**src/rtl/lmr_pkg.sv**
```systemverilog
// Shared types and constants of the line message ring FIFO.
`timescale 1ns / 1ps
package lmr_pkg;

  localparam int RING_BYTES = 4096;
  localparam int RING_AW    = $clog2(RING_BYTES);
  localparam int MAX_READ   = 64;
  localparam int LEN_SAT    = 4095;
  localparam logic [7:0] NEWLINE_BYTE = 8'd10;

  // input kinds
  localparam logic KIND_PUSH = 1'b0;
  localparam logic KIND_READ = 1'b1;

  // result status codes
  localparam logic [2:0] ST_BYTE     = 3'd0;
  localparam logic [2:0] ST_NO_MSG   = 3'd1;
  localparam logic [2:0] ST_TOO_LONG = 3'd2;
  localparam logic [2:0] ST_ACCEPT   = 3'd3;
  localparam logic [2:0] ST_REJECT   = 3'd4;

  typedef enum logic [1:0] {
    OP_BYTE    = 2'd0,
    OP_NEWLINE = 2'd1,
    OP_READ    = 2'd2
  } op_t;

  typedef struct packed {
    op_t        op;
    logic [7:0] data;
    logic [6:0] cap;
  } cmd_t;

  typedef struct packed {
    logic [RING_AW:0] free_space;
    logic [RING_AW:0] msg_count;
  } mon_t;

  function automatic logic [11:0] sat_len(input logic [RING_AW:0] n);
    if (32'(n) > LEN_SAT) return 12'(LEN_SAT);
    else return 12'(n);
  endfunction

endpackage

```
**src/rtl/lmr_front.sv**
```systemverilog
// Input side: accepts words, classifies them and queues commands.
`timescale 1ns / 1ps
module lmr_front import lmr_pkg::*; (
  input  logic        clk,
  input  logic        rst_n,
  input  logic        in_tvalid,
  output logic        in_tready,
  input  logic        in_tuser,
  input  logic [15:0] in_tdata,
  output logic        cmd_valid,
  output cmd_t        cmd,
  input  logic        cmd_pop
);

  cmd_t       q_r [2];
  logic       wr_ptr_r, rd_ptr_r;
  logic [1:0] count_r;
  cmd_t       cls;
  logic       push;

  always_comb begin
    cls.data = in_tdata[7:0];
    cls.cap  = (in_tdata[14:8] > 7'(MAX_READ)) ? 7'(MAX_READ) : in_tdata[14:8];
    if (in_tuser == KIND_READ) cls.op = OP_READ;
    else if (in_tdata[7:0] == NEWLINE_BYTE) cls.op = OP_NEWLINE;
    else cls.op = OP_BYTE;
  end

  assign in_tready = (count_r != 2'd2);
  assign push      = in_tvalid && in_tready;
  assign cmd_valid = (count_r != 2'd0);
  assign cmd       = q_r[rd_ptr_r];

  always_ff @(posedge clk) begin
    if (push) begin
      q_r[wr_ptr_r] <= cls;
    end
    if (!rst_n) begin
      wr_ptr_r <= 1'b0;
      rd_ptr_r <= 1'b0;
      count_r  <= 2'd0;
    end else begin
      if (push) wr_ptr_r <= ~wr_ptr_r;
      if (cmd_pop) rd_ptr_r <= ~rd_ptr_r;
      count_r <= count_r + 2'(push) - 2'(cmd_pop);
    end
  end

endmodule

```
**config.mk**
```make
export PLATFORM = sky130hd
export DESIGN_NAME = lmr_front
export DESIGN_NICKNAME = d
export VERILOG_FILES = /design/src/rtl/lmr_pkg.sv /design/src/rtl/lmr_front.sv
export SDC_FILE = /design/constraint.sdc
export NUM_CORES = 1
export LEC_CHECK = 0
export BUFFER_PORTS_ARGS = -buffer_cell sky130_fd_sc_hd__buf_2
export CAP_MARGIN = 25
export CORE_UTILIZATION = 51
export CTS_BUF_LIST = sky130_fd_sc_hd__clkbuf_4 sky130_fd_sc_hd__clkbuf_8 sky130_fd_sc_hd__clkbuf_16
export DETAILED_ROUTE_END_ITERATION = 10
export GPL_TIMING_DRIVEN = 1
export HOLD_SLACK_MARGIN = 0.08
export PLACE_DENSITY = 0.86
export SYNTH_ARGS = -nofsm -noshare
export SYNTH_HDL_FRONTEND = slang
export SYNTH_SLANG_ARGS = --single-unit
```
**constraint.sdc**
```tcl
create_clock -name clk -period 2 [get_ports clk]
set_input_delay 0.4 -clock clk [delete_from_list [all_inputs] [get_ports clk]]
set_output_delay 0.4 -clock clk [all_outputs]
set_load 0.02 [all_outputs]
```
== Yosys cells after proc, flatten, opt, wreduce, memory -nomap -nowiden ==
Memory sizes are Yosys's and may differ from the RTL's. A register that Yosys moved wholly into a read port is not among the register bits.
Cells that the tools add are included.

* Add/sub/neg operators: 2
* $mul: 0
* Div/mod/pow operators: 0
* Order comparisons: 1
* Equal/unequal tests: 2
* Shift-type cells: 0
* Multiplexer cells: 7
* Bitwise logic cells: 2
* Reductions and logical operators: 2

{| class="wikitable"
|+ Operator list
! cell !! number
|-
| $eq A8 B4 Y1 const B || 1
|-
| $gt A7 B7 Y1 const B || 1
|-
| $mux W7 || 1
|-
| $mux W1 || 5
|-
| $add A2 B1 Y2 || 1
|-
| $mux W2 || 1
|-
| $ne A2 B2 Y1 const B || 1
|-
| $not A1 Y1 || 2
|-
| $reduce_bool A2 Y1 || 1
|-
| $sub A2 B1 Y2 || 1
|-
| $logic_and A1 B1 Y1 || 1
|}

* Register bits after elaboration: 4
* Bits in latches: 0
* Bits in writable memories: 34
* Bits in read-only memories: 0
* Output and inout port bits: 19
* Logic and storage cells: 20
* Memories: 1

{| class="wikitable"
|+ Memory list
! name !! depth !! bits a word !! read ports !! clocked after memory_dff !! write ports !! line !! source
|-
| q_r || 2 || 17 || 1 || 1 || 1 || lmr_front.sv:15 || <nowiki>cmd_t q_r [2];</nowiki>
|}

== Logic depth before layout (Yosys ltp) ==
Gate-level depths: netlist of run 1.

* Depth after elaboration: 4
* Gate-level depth with buffers: 7
* Mapped depth without buffers: 7

== Worst setup path after synthesis of run 1 ==
OpenSTA, ideal clock, no wires.

* Path kind: register to register
* Start: register count_r[0]
* End: memory q_r[1][0] (netlist bit), enable pin
* Data arrival time: 1,204 ps
* Data required time: 1,625 ps
* Path slack: 421 ps
* Cell stages (with the launch flop): 3
* Cell sequence: dfxtp_1 nand2b_1 and3_1

* Longest elaborated chain between the ends: 4

{| class="wikitable"
|+ RTL lines
! what !! line !! source
|-
| from (decl) || lmr_front.sv:17 || <nowiki>logic [1:0] count_r;</nowiki>
|-
| from (signal assigned) || lmr_front.sv:45 || <nowiki>count_r <= count_r + 2'(push) - 2'(cmd_pop);</nowiki>
|-
| $ne A2 B2 Y1 || lmr_front.sv:29 || <nowiki>assign in_tready = (count_r != 2'd2);</nowiki>
|-
| named net in_tready || lmr_front.sv:7 || <nowiki>output logic in_tready,</nowiki>
|-
| $logic_and A1 B1 Y1 || lmr_front.sv:30 || <nowiki>assign push = in_tvalid && in_tready;</nowiki>
|-
| $mux W1 || lmr_front.sv:35 || <nowiki>if (push) begin</nowiki>
|-
| $mux W1 (implied by the code) || lmr_front.sv:36 || <nowiki>q_r[wr_ptr_r] <= cls;</nowiki>
|-
| to (decl) || lmr_front.sv:15 ||
|}

The timed path passes the listed nets, and every way through them passes these cells.

==> results.toml, run 1 <==
[run_status]
run_status = "complete, but fails checks"
violations_in_the_final_reports = "design-rule violations"

[synthesis]
largest_cells_by_area_after_synthesis = "sky130_fd_sc_hd__edfxtp_1, sky130_fd_sc_hd__mux2_2, sky130_fd_sc_hd__dfxtp_1"
synth_cell_type_count = 26
synth-seq-cells = 39
synthCells = 91
synth_nets = 113
synth-seq-area-share_pct = 71.9
syn_avg_cell_area_um2 = 17.1
yosys_warnings = 0
mappedNetlistArea_mm2 = 0.00156
synth_area_leader_cell = "sky130_fd_sc_hd__edfxtp_1"
yosysTopAreaCellShare_pct = 65.5

[sta]
finalMaxSlewViolations = 0
fin_ws_ns = 0.160
final_period_minus_worst_setup_slack_ns = 1.84
slew_headroom_pct = 71.4
setup_repair_after_global_routing_missed_its_margin = "false"
finalSetupViolCount = 0
hold_violations = 0
hold_ws_ns = 0.255
top_achievable_clock_speed_mhz = 544
worst_slew_pin_slew_ns = 0.423
final.setup_skew_ns = 0.00440
final_min_period_over_clock_period_pct = 92.0
setup_tns_ns = 0

[critical_path]
cp_max_stage_delay_ns = 0.37
worstPathMaxFanout = 17
worstReg2RegStart = "count_r[0]$_SDFF_PN0_"
end_kind = "output port"
timing.critical_path.arrival_ns = 1.44
worst-setup-path-type = "reg2out"
cell_with_the_largest_stage_delay_on_the_worst_path = "sky130_fd_sc_hd__mux2_2"
crit_path_cell_trace = "buf_4 > mux2_2 > buf_2"
critical_path.reg2reg.endpoint = "count_r[1]$_SDFF_PN0_"
crit_cells = 3
reg2regPathDepth = 7
critPathBufInv = 2
critical_path.top_delay_family = "buffers and inverters"
reg2reg_slack_ns = 0.37
startpoint_type = "flop"
critPathRequiredTime_ns = 1.60

[global_route]
first_global_vias = 916
grt_first_pass_wirelength_mm = 4.15
global_route.usage.total_pct = 18.0
grt_antenna_before_repair = 0
grt_overflow = 0
largest_net_degree_at_the_start_of_global_routing = 18

[placement]
io_buffers = 38
place_worst_setup_slack_ns = 0.369
global_placer_s_final_weighted_congestion = 0.746
hpwl_mm = 1.80

[power]
power.share.switching_pct = 26.7
power.density_mw_per_mm2 = 940
total_leakage_power_nw = 0.728
reg_power_share_pct = 57.2
cell_internal_pwr_mw = 1.27
power.combinational.fraction_pct = 19.2
share_clk_of_total_power_pct = 23.5
p_sw_mw = 0.464
ir_drop_mv = 0.520

[clocking]
cts_tree = "yes"
cts_max_path_buffers = 2
clock_latency_ns = 0.34
number_of_buffers_created_by_cts = 5
clock_sinks = 39
cts.root.buffer_cell = "sky130_fd_sc_hd__clkbuf_4"
post_cts_buffers = 0
number_of_gates_resized_after_cts = 0
htreeDepth = 2
clock_transition_time_at_the_flip_flop_clock_pins_of_the_worst_setup_and_hold_paths_ns = 0.11
cts.hold.buffers_added = 0

[hold_path]
hold_path.startpoint = "in_tdata[1]"
hold_path_cell_cnt = 1
min-delay-path-class = "in2reg"
worstHoldEndpoint = "q_r[1][8]$_DFFE_PP_"

[route]
detailroute.via_count = 897
detail_route.iter0.violations = 48
route.antenna.remaining_nets = 0
route.final.wire_length_mm = 2.56
routed_wire_length_per_instance_um = 15.3
detail_route.drc_violations = 3
drt-pass1-iter-count = 7
vias_per_cell = 5.34

[floorplan]
io-pin-count = 40
placement_rows = 19
dieArea_mm2 = 0.00328
initial_core_util_pct = 55.1
die_w_um = 57.3
die_h_um = 57.3
core_area_mm2 = 0.00283

[layout]
number_of_nets_at_the_end_of_the_flow = 158
final_cell_mix = "sky130_fd_sc_hd__buf_2, sky130_fd_sc_hd__edfxtp_1, sky130_fd_sc_hd__mux2_2"
area.growth.synth_to_final_pct = 18.5
proportion_of_layout_cells_with_a_drive_suffix_above_1_pct = 50.4
antenna_diodes = 0
final_common_cell = "sky130_fd_sc_hd__buf_2"

[job]
cap_violations = 0
[power groups by stage]
stage | combinational [mW] | clock (mW) | sequential, mW
CTS | 0.338 | 0.422 | 0.995
detailed placement | 0.337 | 0 | 1.01
finish | 0.334 | 0.409 | 0.994
floorplan | 0.226 | 0 | 1.00
global placement | 0.324 | 0 | 1.01
global route | 0.360 | 0.466 | 1.00
[cells by family (layout without fill, tap and decap cells)]
family / after synthesis / count (layout) / synth area share, %
muxes: 18 / 18 / 12.9
AOI/OAI and AO/OA: 5 / 5 / 2.89
adders and majority gates: 1 / 1 / 0.802
xor gates and xnor gates: 2 / 2 / 1.12
buffers and inverters: 5 / 51 / 1.77
and+or+nand+nor: 21 / 21 / 8.59
DFF: 39 / 39 / 71.9
[synth_stat cells]
| library cell | count |
|---|---|
| sky130_fd_sc_hd__edfxtp_1 | 34 |
| sky130_fd_sc_hd__mux2_2 | 17 |
| sky130_fd_sc_hd__nor2b_1 | 6 |
| sky130_fd_sc_hd__dfxtp_1 | 5 |
| sky130_fd_sc_hd__and2_1 | 3 |
| sky130_fd_sc_hd__nand3b_1 | 3 |
| sky130_fd_sc_hd__inv_1 | 2 |
| sky130_fd_sc_hd__nand2_1 | 2 |
| sky130_fd_sc_hd__nor4b_1 | 2 |
| sky130_fd_sc_hd__a211o_1 | 1 |
| sky130_fd_sc_hd__a211oi_1 | 1 |
| sky130_fd_sc_hd__a21bo_2 | 1 |
| sky130_fd_sc_hd__a21boi_1 | 1 |
| sky130_fd_sc_hd__a21boi_2 | 1 |
| sky130_fd_sc_hd__and3_1 | 1 |
| sky130_fd_sc_hd__buf_2 | 1 |
| sky130_fd_sc_hd__buf_6 | 1 |
| sky130_fd_sc_hd__clkbuf_1 | 1 |
| sky130_fd_sc_hd__ha_1 | 1 |
| sky130_fd_sc_hd__mux2i_1 | 1 |
| sky130_fd_sc_hd__nand2b_1 | 1 |
| sky130_fd_sc_hd__nand3_1 | 1 |
| sky130_fd_sc_hd__nor4_1 | 1 |
| sky130_fd_sc_hd__or2_2 | 1 |
| sky130_fd_sc_hd__xnor2_1 | 1 |
| sky130_fd_sc_hd__xor2_1 | 1 |
[worst max path at each step]
| stage | end |
|---|---|
| CTS | cmd[4] |
| global route | cmd[8] |
| floorplan | q_r[1][0]$_DFFE_PP_ |
| detailed placement | q_r[0][15]$_DFFE_PP_ |
| global placement | q_r[0][15]$_DFFE_PP_ |
| finish | cmd[4] |
[sequential cells by signal, indices dropped and copies added, names as in the netlist, named ones only]
signal and flops:
count_r 2, q_r 34, rd_ptr_r 1, wr_ptr_r 1
[through the flow]
step                total power, mW  utilization, %  cells  area [µm²]
finish                         1.74            65.3    168        1850
global route                   1.83            65.3    168        1850
CTS                            1.75            65.3    168        1850
detailed placement             1.35            63.3    160        1790
global placement               1.33            63.3    160        1790
floorplan                      1.23               -     91        1560
[per-layer routing]
| metal | global-route usage, % | vias up | wire length, µm |
|---|---|---|---|
| met5 | 0 | - | 0 |
| met1 | 19.8 | 429 | 1030 |
| li1 | - | 432 | - |
| met2 | 30.3 | 29 | 1310 |
| met3 | 7.03 | 7 | 167 |
| met4 | 9.41 | 0 | 51 |
[cell type report]
cell class	count	area, µm²
Inverter	2	7.51
Timing Repair Buffer	41	213
Tap cell	31	38.8
Sequential cell	39	1120
Fill cell	199	981
Clock buffer	7	52.6
Clock inverter	1	5.00
Multi-Input combinational cell	47	410
(Power assumes the default switching activity.)
==> run 2: changes to the inputs <==
RECOVER_POWER = 100   (was default)
SLEW_MARGIN = 0   (was default)
==> results.toml, run 2 (synthesized netlist as in run 1, its figures left out) <==
[sta]
slew_headroom_pct = 70.1
hold_violations = 0
setup_tns_ns = 0
finalSetupViolCount = 0
setup_repair_after_global_routing_missed_its_margin = "false"
worst_slew_pin_slew_ns = 0.448
top_achievable_clock_speed_mhz = 544
final_period_minus_worst_setup_slack_ns = 1.84
final_min_period_over_clock_period_pct = 91.9
final.setup_skew_ns = 0.00365
finalMaxSlewViolations = 0
hold_ws_ns = 0.285

[global_route]
grtUsageMet2_pct = 30.3
grt_first_pass_wirelength_mm = 4.15
grt_antenna_before_repair = 0
grt.met3_usage_pct = 7.03
largest_net_degree_at_the_start_of_global_routing = 18
global_route.usage.total_pct = 18.0
grt_most_used_layer = "met2"
met1_grt_util_pct = 19.8
first_global_vias = 916
grt_overflow = 0

[critical_path]
reg2reg_slack_ns = 0.36
worstPathMaxFanout = 17
end_kind = "output port"
cp_max_stage_delay_ns = 0.37
worst-setup-path-type = "reg2out"
reg2regPathDepth = 7
critPathBufInv = 2
critical_path.top_delay_family = "buffers and inverters"
critical_path.reg2reg.endpoint = "count_r[1]$_SDFF_PN0_"
cell_with_the_largest_stage_delay_on_the_worst_path = "sky130_fd_sc_hd__mux2_2"
startpoint_type = "flop"
critPathRequiredTime_ns = 1.60
crit_cells = 3
worstReg2RegStart = "count_r[0]$_SDFF_PN0_"
crit_path_cell_trace = "buf_4 > mux2_2 > clkbuf_2"
timing.critical_path.arrival_ns = 1.44

[placement]
io_buffers = 38
dpl.cell_count = 160
global_placer_s_final_weighted_congestion = 0.746
hpwl_mm = 1.80

[layout]
layout.filler_cells = 204
antenna_diodes = 0
area.growth.synth_to_final_pct = 17.3
instances_no_fill = 168
largestRegisters = "q_r: 34 flops, count_r: 2 flops"
number_of_nets_at_the_end_of_the_flow = 158
largest-register = "q_r"
final_cell_mix = "sky130_fd_sc_hd__edfxtp_1, sky130_fd_sc_hd__clkbuf_2, sky130_fd_sc_hd__mux2_2"
final_core_util_pct = 64.6
proportion_of_layout_cells_with_a_drive_suffix_above_1_pct = 41.6
largest_register_ff_count = 34
final_common_cell = "sky130_fd_sc_hd__edfxtp_1"

[floorplan]
core_area_mm2 = 0.00283
placement_rows = 19
io-pin-count = 40
die_w_um = 57.3
initial_core_util_pct = 55.1
die_h_um = 57.3
dieArea_mm2 = 0.00328

[clocking]
cts_max_path_buffers = 2
cts.root.buffer_cell = "sky130_fd_sc_hd__clkbuf_4"
cts_tree = "yes"
number_of_buffers_created_by_cts = 5
cts.hold.buffers_added = 0
htreeDepth = 2
clock_sinks = 39
clock_transition_time_at_the_flip_flop_clock_pins_of_the_worst_setup_and_hold_paths_ns = 0.11
post_cts_buffers = 0
clock_latency_ns = 0.34
number_of_gates_resized_after_cts = 0

[job]
cap_violations = 0

[route]
detail_route.drc_violations = 3
drt-pass1-iter-count = 7
routed_wire_length_per_instance_um = 15.1
detail_route.iter0.violations = 47
vias_per_cell = 5.33
route.final.wire_length_mm = 2.55
detailroute.via_count = 896
route.antenna.remaining_nets = 0

[power]
power.combinational.fraction_pct = 18.8
share_clk_of_total_power_pct = 23.7
design_power_total_mw = 1.73
power.density_mw_per_mm2 = 946
cell_internal_pwr_mw = 1.26
power.share.switching_pct = 26.9
p_sw_mw = 0.466
total_leakage_power_nw = 0.695
reg_power_share_pct = 57.5
ir_drop_mv = 0.513

[hold_path]
min-delay-path-class = "in2reg"
hold_path_cell_cnt = 1
worstHoldEndpoint = "q_r[1][8]$_DFFE_PP_"
hold_path.startpoint = "in_tdata[1]"

[run_status]
violations_in_the_final_reports = "design-rule violations"
run_status = "complete, but fails checks"
-- run 2: changes by cell type in the layout (fill, tap and decap cells not counted), sizes merged --
cell	before	now
buf	41	11
clkbuf	7	37
-- run 2: worst max path at each step --
stage / from / endpoint / slack (ns)
floorplan: count_r[0]$_SDFF_PN0_ / q_r[1][0]$_DFFE_PP_ / 0.42
global placement: in_tdata[4] / q_r[0][15]$_DFFE_PP_ / 0.49
detailed placement: in_tdata[7] / q_r[0][15]$_DFFE_PP_ / 0.37
CTS: flop / cmd[4] / 0.13
global route: flop / cmd[8] / 0.07
finish: flop / cmd[8] / 0.16
-- run 2: layout make-up --
class	instances	area (µm²)	share of cell area (%)
clock buffers	7	52.6	2.87
multi-input cells	47	410	22.5
well taps	31	38.8	2.12
clock inverters	1	5.00	0.274
flip-flops and latches	39	1120	61.3
repair buffers	41	193	10.5
inverters	2	7.51	0.411
-- run 2: power groups by stage --
stage                     Combinational, mW  Sequential [mW]  Clock [mW]
after floorplan                       0.226             1.00           0
after global placement                0.324             1.01           0
after detailed placement              0.337             1.01           0
after CTS                             0.338            0.995       0.422
after global routing                  0.352             1.00       0.466
final                                 0.325            0.995       0.410
-- run 2: metrics by stage --
step	area, µm²	setup slack (ns)
floorplan	1560	0.421
global placement	1790	0.489
detailed placement	1790	0.369
CTS	1850	0.130
global route	1830	0.0695
finish	1830	0.161
-- run 2: routing by layer --
metal,share of wire [%],up-vias
met4,2.0,0
li1,-,433
met5,0,-
met2,51,29
met3,6.3,7
met1,40,427
==> run 3: changes to the inputs <==
==> constraint.sdc (replaced) <==
create_clock -name clk -period 2 [get_ports clk]
set_input_delay 0 -clock clk [delete_from_list [all_inputs] [get_ports clk]]
set_output_delay 0 -clock clk [all_outputs]
set_load 0.02 [all_outputs]
==> results.toml, run 3 (synthesized netlist as in run 1, its figures left out) <==
[run_status]
run_status = "complete, but fails checks"
violations_in_the_final_reports = "design-rule violations"

[global_route]
grt_antenna_before_repair = 0
first_global_vias = 1044
global_route.usage.total_pct = 18.8
grt_overflow = 0
grt_first_pass_wirelength_mm = 4.46
largest_net_degree_at_the_start_of_global_routing = 18

[clocking]
cts_tree = "yes"
number_of_gates_resized_after_cts = 0
htreeDepth = 2
cts.root.buffer_cell = "sky130_fd_sc_hd__clkbuf_4"
post_cts_buffers = 0
cts_max_path_buffers = 2
clock_latency_ns = 0.33
cts.hold.buffers_added = 20
clock_transition_time_at_the_flip_flop_clock_pins_of_the_worst_setup_and_hold_paths_ns = 0.11
clock_sinks = 39
number_of_buffers_created_by_cts = 5

[critical_path]
setup.worst_path.start = "count_r[0]$_SDFF_PN0_"
reg2reg_slack_ns = 0.35
crit_cells = 7
worstPathMaxFanout = 5
cell_with_the_largest_stage_delay_on_the_worst_path = "sky130_fd_sc_hd__dfxtp_1"
worst-setup-path-type = "reg2reg"
cp_max_stage_delay_ns = 0.41
critPathRequiredTime_ns = 2.23
crit_end = "count_r[1]$_SDFF_PN0_"
critical_path.top_delay_family = "simple AND/OR/NAND/NOR gates"
critPathBufInv = 0
timing.critical_path.arrival_ns = 1.88
startpoint_type = "flop"
end_kind = "flop"
worstReg2RegStart = "count_r[0]$_SDFF_PN0_"
crit_path_cell_trace = "nand2b_1 > nand2_1 > xnor2_1 > ha_1 > nand3b_1 > mux2i_1 > a211o_1"
critical_path.reg2reg.endpoint = "count_r[1]$_SDFF_PN0_"
reg2regPathDepth = 7

[layout]
largest-register = "q_r"
area.growth.synth_to_final_pct = 28.6
final_core_util_pct = 70.9
layout.filler_cells = 216
instances_no_fill = 188
proportion_of_layout_cells_with_a_drive_suffix_above_1_pct = 25.5
final_cell_mix = "sky130_fd_sc_hd__edfxtp_1, sky130_fd_sc_hd__clkbuf_1, sky130_fd_sc_hd__dlygate4sd3_1"
antenna_diodes = 0
final_common_cell = "sky130_fd_sc_hd__edfxtp_1"
largestRegisters = "q_r: 34 flops, count_r: 2 flops"
largest_register_ff_count = 34
number_of_nets_at_the_end_of_the_flow = 178

[placement]
global_placer_s_final_weighted_congestion = 0.742
dpl.cell_count = 160
io_buffers = 38
hpwl_mm = 1.81

[sta]
worst_slew_pin_slew_ns = 0.446
finalSetupViolCount = 0
finalMaxSlewViolations = 0
slew_headroom_pct = 70.3
final_period_minus_worst_setup_slack_ns = 1.65
setup_repair_after_global_routing_missed_its_margin = "false"
final_min_period_over_clock_period_pct = 82.4
top_achievable_clock_speed_mhz = 607
hold_violations = 0
setup_tns_ns = 0
hold_ws_ns = 0.452
final.setup_skew_ns = 0.00957

[route]
met3_layer_wire_length_in_the_routed_design_um = 142
vias_per_cell = 5.26
routed_wire_length_per_instance_um = 14.7
wl_met2_mm = 1.47
detail_route.drc_violations = 6
detail_route.iter0.violations = 41
route.final.wire_length_mm = 2.76
drt-pass1-iter-count = 7
route.antenna.remaining_nets = 0
detailroute.via_count = 989
met1_wl_mm = 1.10
highest-signal-layer = "met4"

[hold_path]
hold_path.startpoint = "in_tdata[6]"
min-delay-path-class = "in2reg"
hold_path_cell_cnt = 2

[floorplan]
initial_core_util_pct = 55.1
io-pin-count = 40
die_h_um = 57.3
dieArea_mm2 = 0.00328
placement_rows = 19
core_area_mm2 = 0.00283
die_w_um = 57.3

[power]
total_leakage_power_nw = 0.729
power.density_mw_per_mm2 = 867
ir_drop_mv = 0.567

[job]
cap_violations = 0
==> run 3: cell types whose count changed in the layout (fill, tap and decap cells not counted), sizes merged <==
cell,previous run,this run
buf,11,9
clkbuf,37,39
dlygate4sd3,0,20
==> run 3: power by group <==
group / internal (mW) / switching, mW / total (mW) / leakage, nW
Clock: 0.164 / 0.233 / 0.397 / 0.0361
Combinational: 0.144 / 0.201 / 0.346 / 0.330
Sequential: 0.969 / 0.0272 / 0.996 / 0.363
Total: 1.28 / 0.461 / 1.74 / 0.729
==> run 3: stage by stage <==
stage                     area (µm²)  power, mW  worst slack [ns]
after global placement          1790       1.33             0.541
after detailed placement        1790       1.35             0.378
after global routing            2000       1.82             0.244
after floorplan                 1560       1.23             0.421
after CTS                       2050       1.77             0.359
final                           2000       1.74             0.352
==> run 3: final cells by class <==
cell class / instances / area (µm²) / share of cell area (%)
clock buffer: 7 / 52.6 / 2.62
clock inverter: 1 / 5.00 / 0.250
inverter: 2 / 7.51 / 0.375
multi-input combinational: 47 / 410 / 20.5
sequential: 39 / 1120 / 55.9
tap: 31 / 38.8 / 1.94
timing repair buffer: 61 / 369 / 18.4
==> run 3: worst min-delay path by stage <==
stage / end / slack [ns]
2_1_floorplan: q_r[0][10]$_DFFE_PP_ / 0.1
3_3_place_gp: q_r[0][8]$_DFFE_PP_ / 0.20
3_5_place_dp: q_r[0][12]$_DFFE_PP_ / 0.20
4_1_cts: q_r[0][12]$_DFFE_PP_ / 0.40
5_1_grt: q_r[1][13]$_DFFE_PP_ / 0.44
6_report: q_r[1][13]$_DFFE_PP_ / 0.45
==> run 3: worst reg2reg max path, cell delays in order (launching register included) <==
cell and delay [ns]:
sky130_fd_sc_hd__dfxtp_1 0.41, sky130_fd_sc_hd__nand2b_1 0.21, sky130_fd_sc_hd__nand2_1 0.10, sky130_fd_sc_hd__xnor2_1 0.16, sky130_fd_sc_hd__ha_1 0.23, sky130_fd_sc_hd__nand3b_1 0.14, sky130_fd_sc_hd__mux2i_1 0.07, sky130_fd_sc_hd__a211o_1 0.23
==> run 3: layer usage <==
layer / global-route usage, % / vias up
li1: - / 476
met1: 19.2 / 468
met2: 35.1 / 41
met3: 4.76 / 4
met4: 9.41 / 0
met5: 0 / -
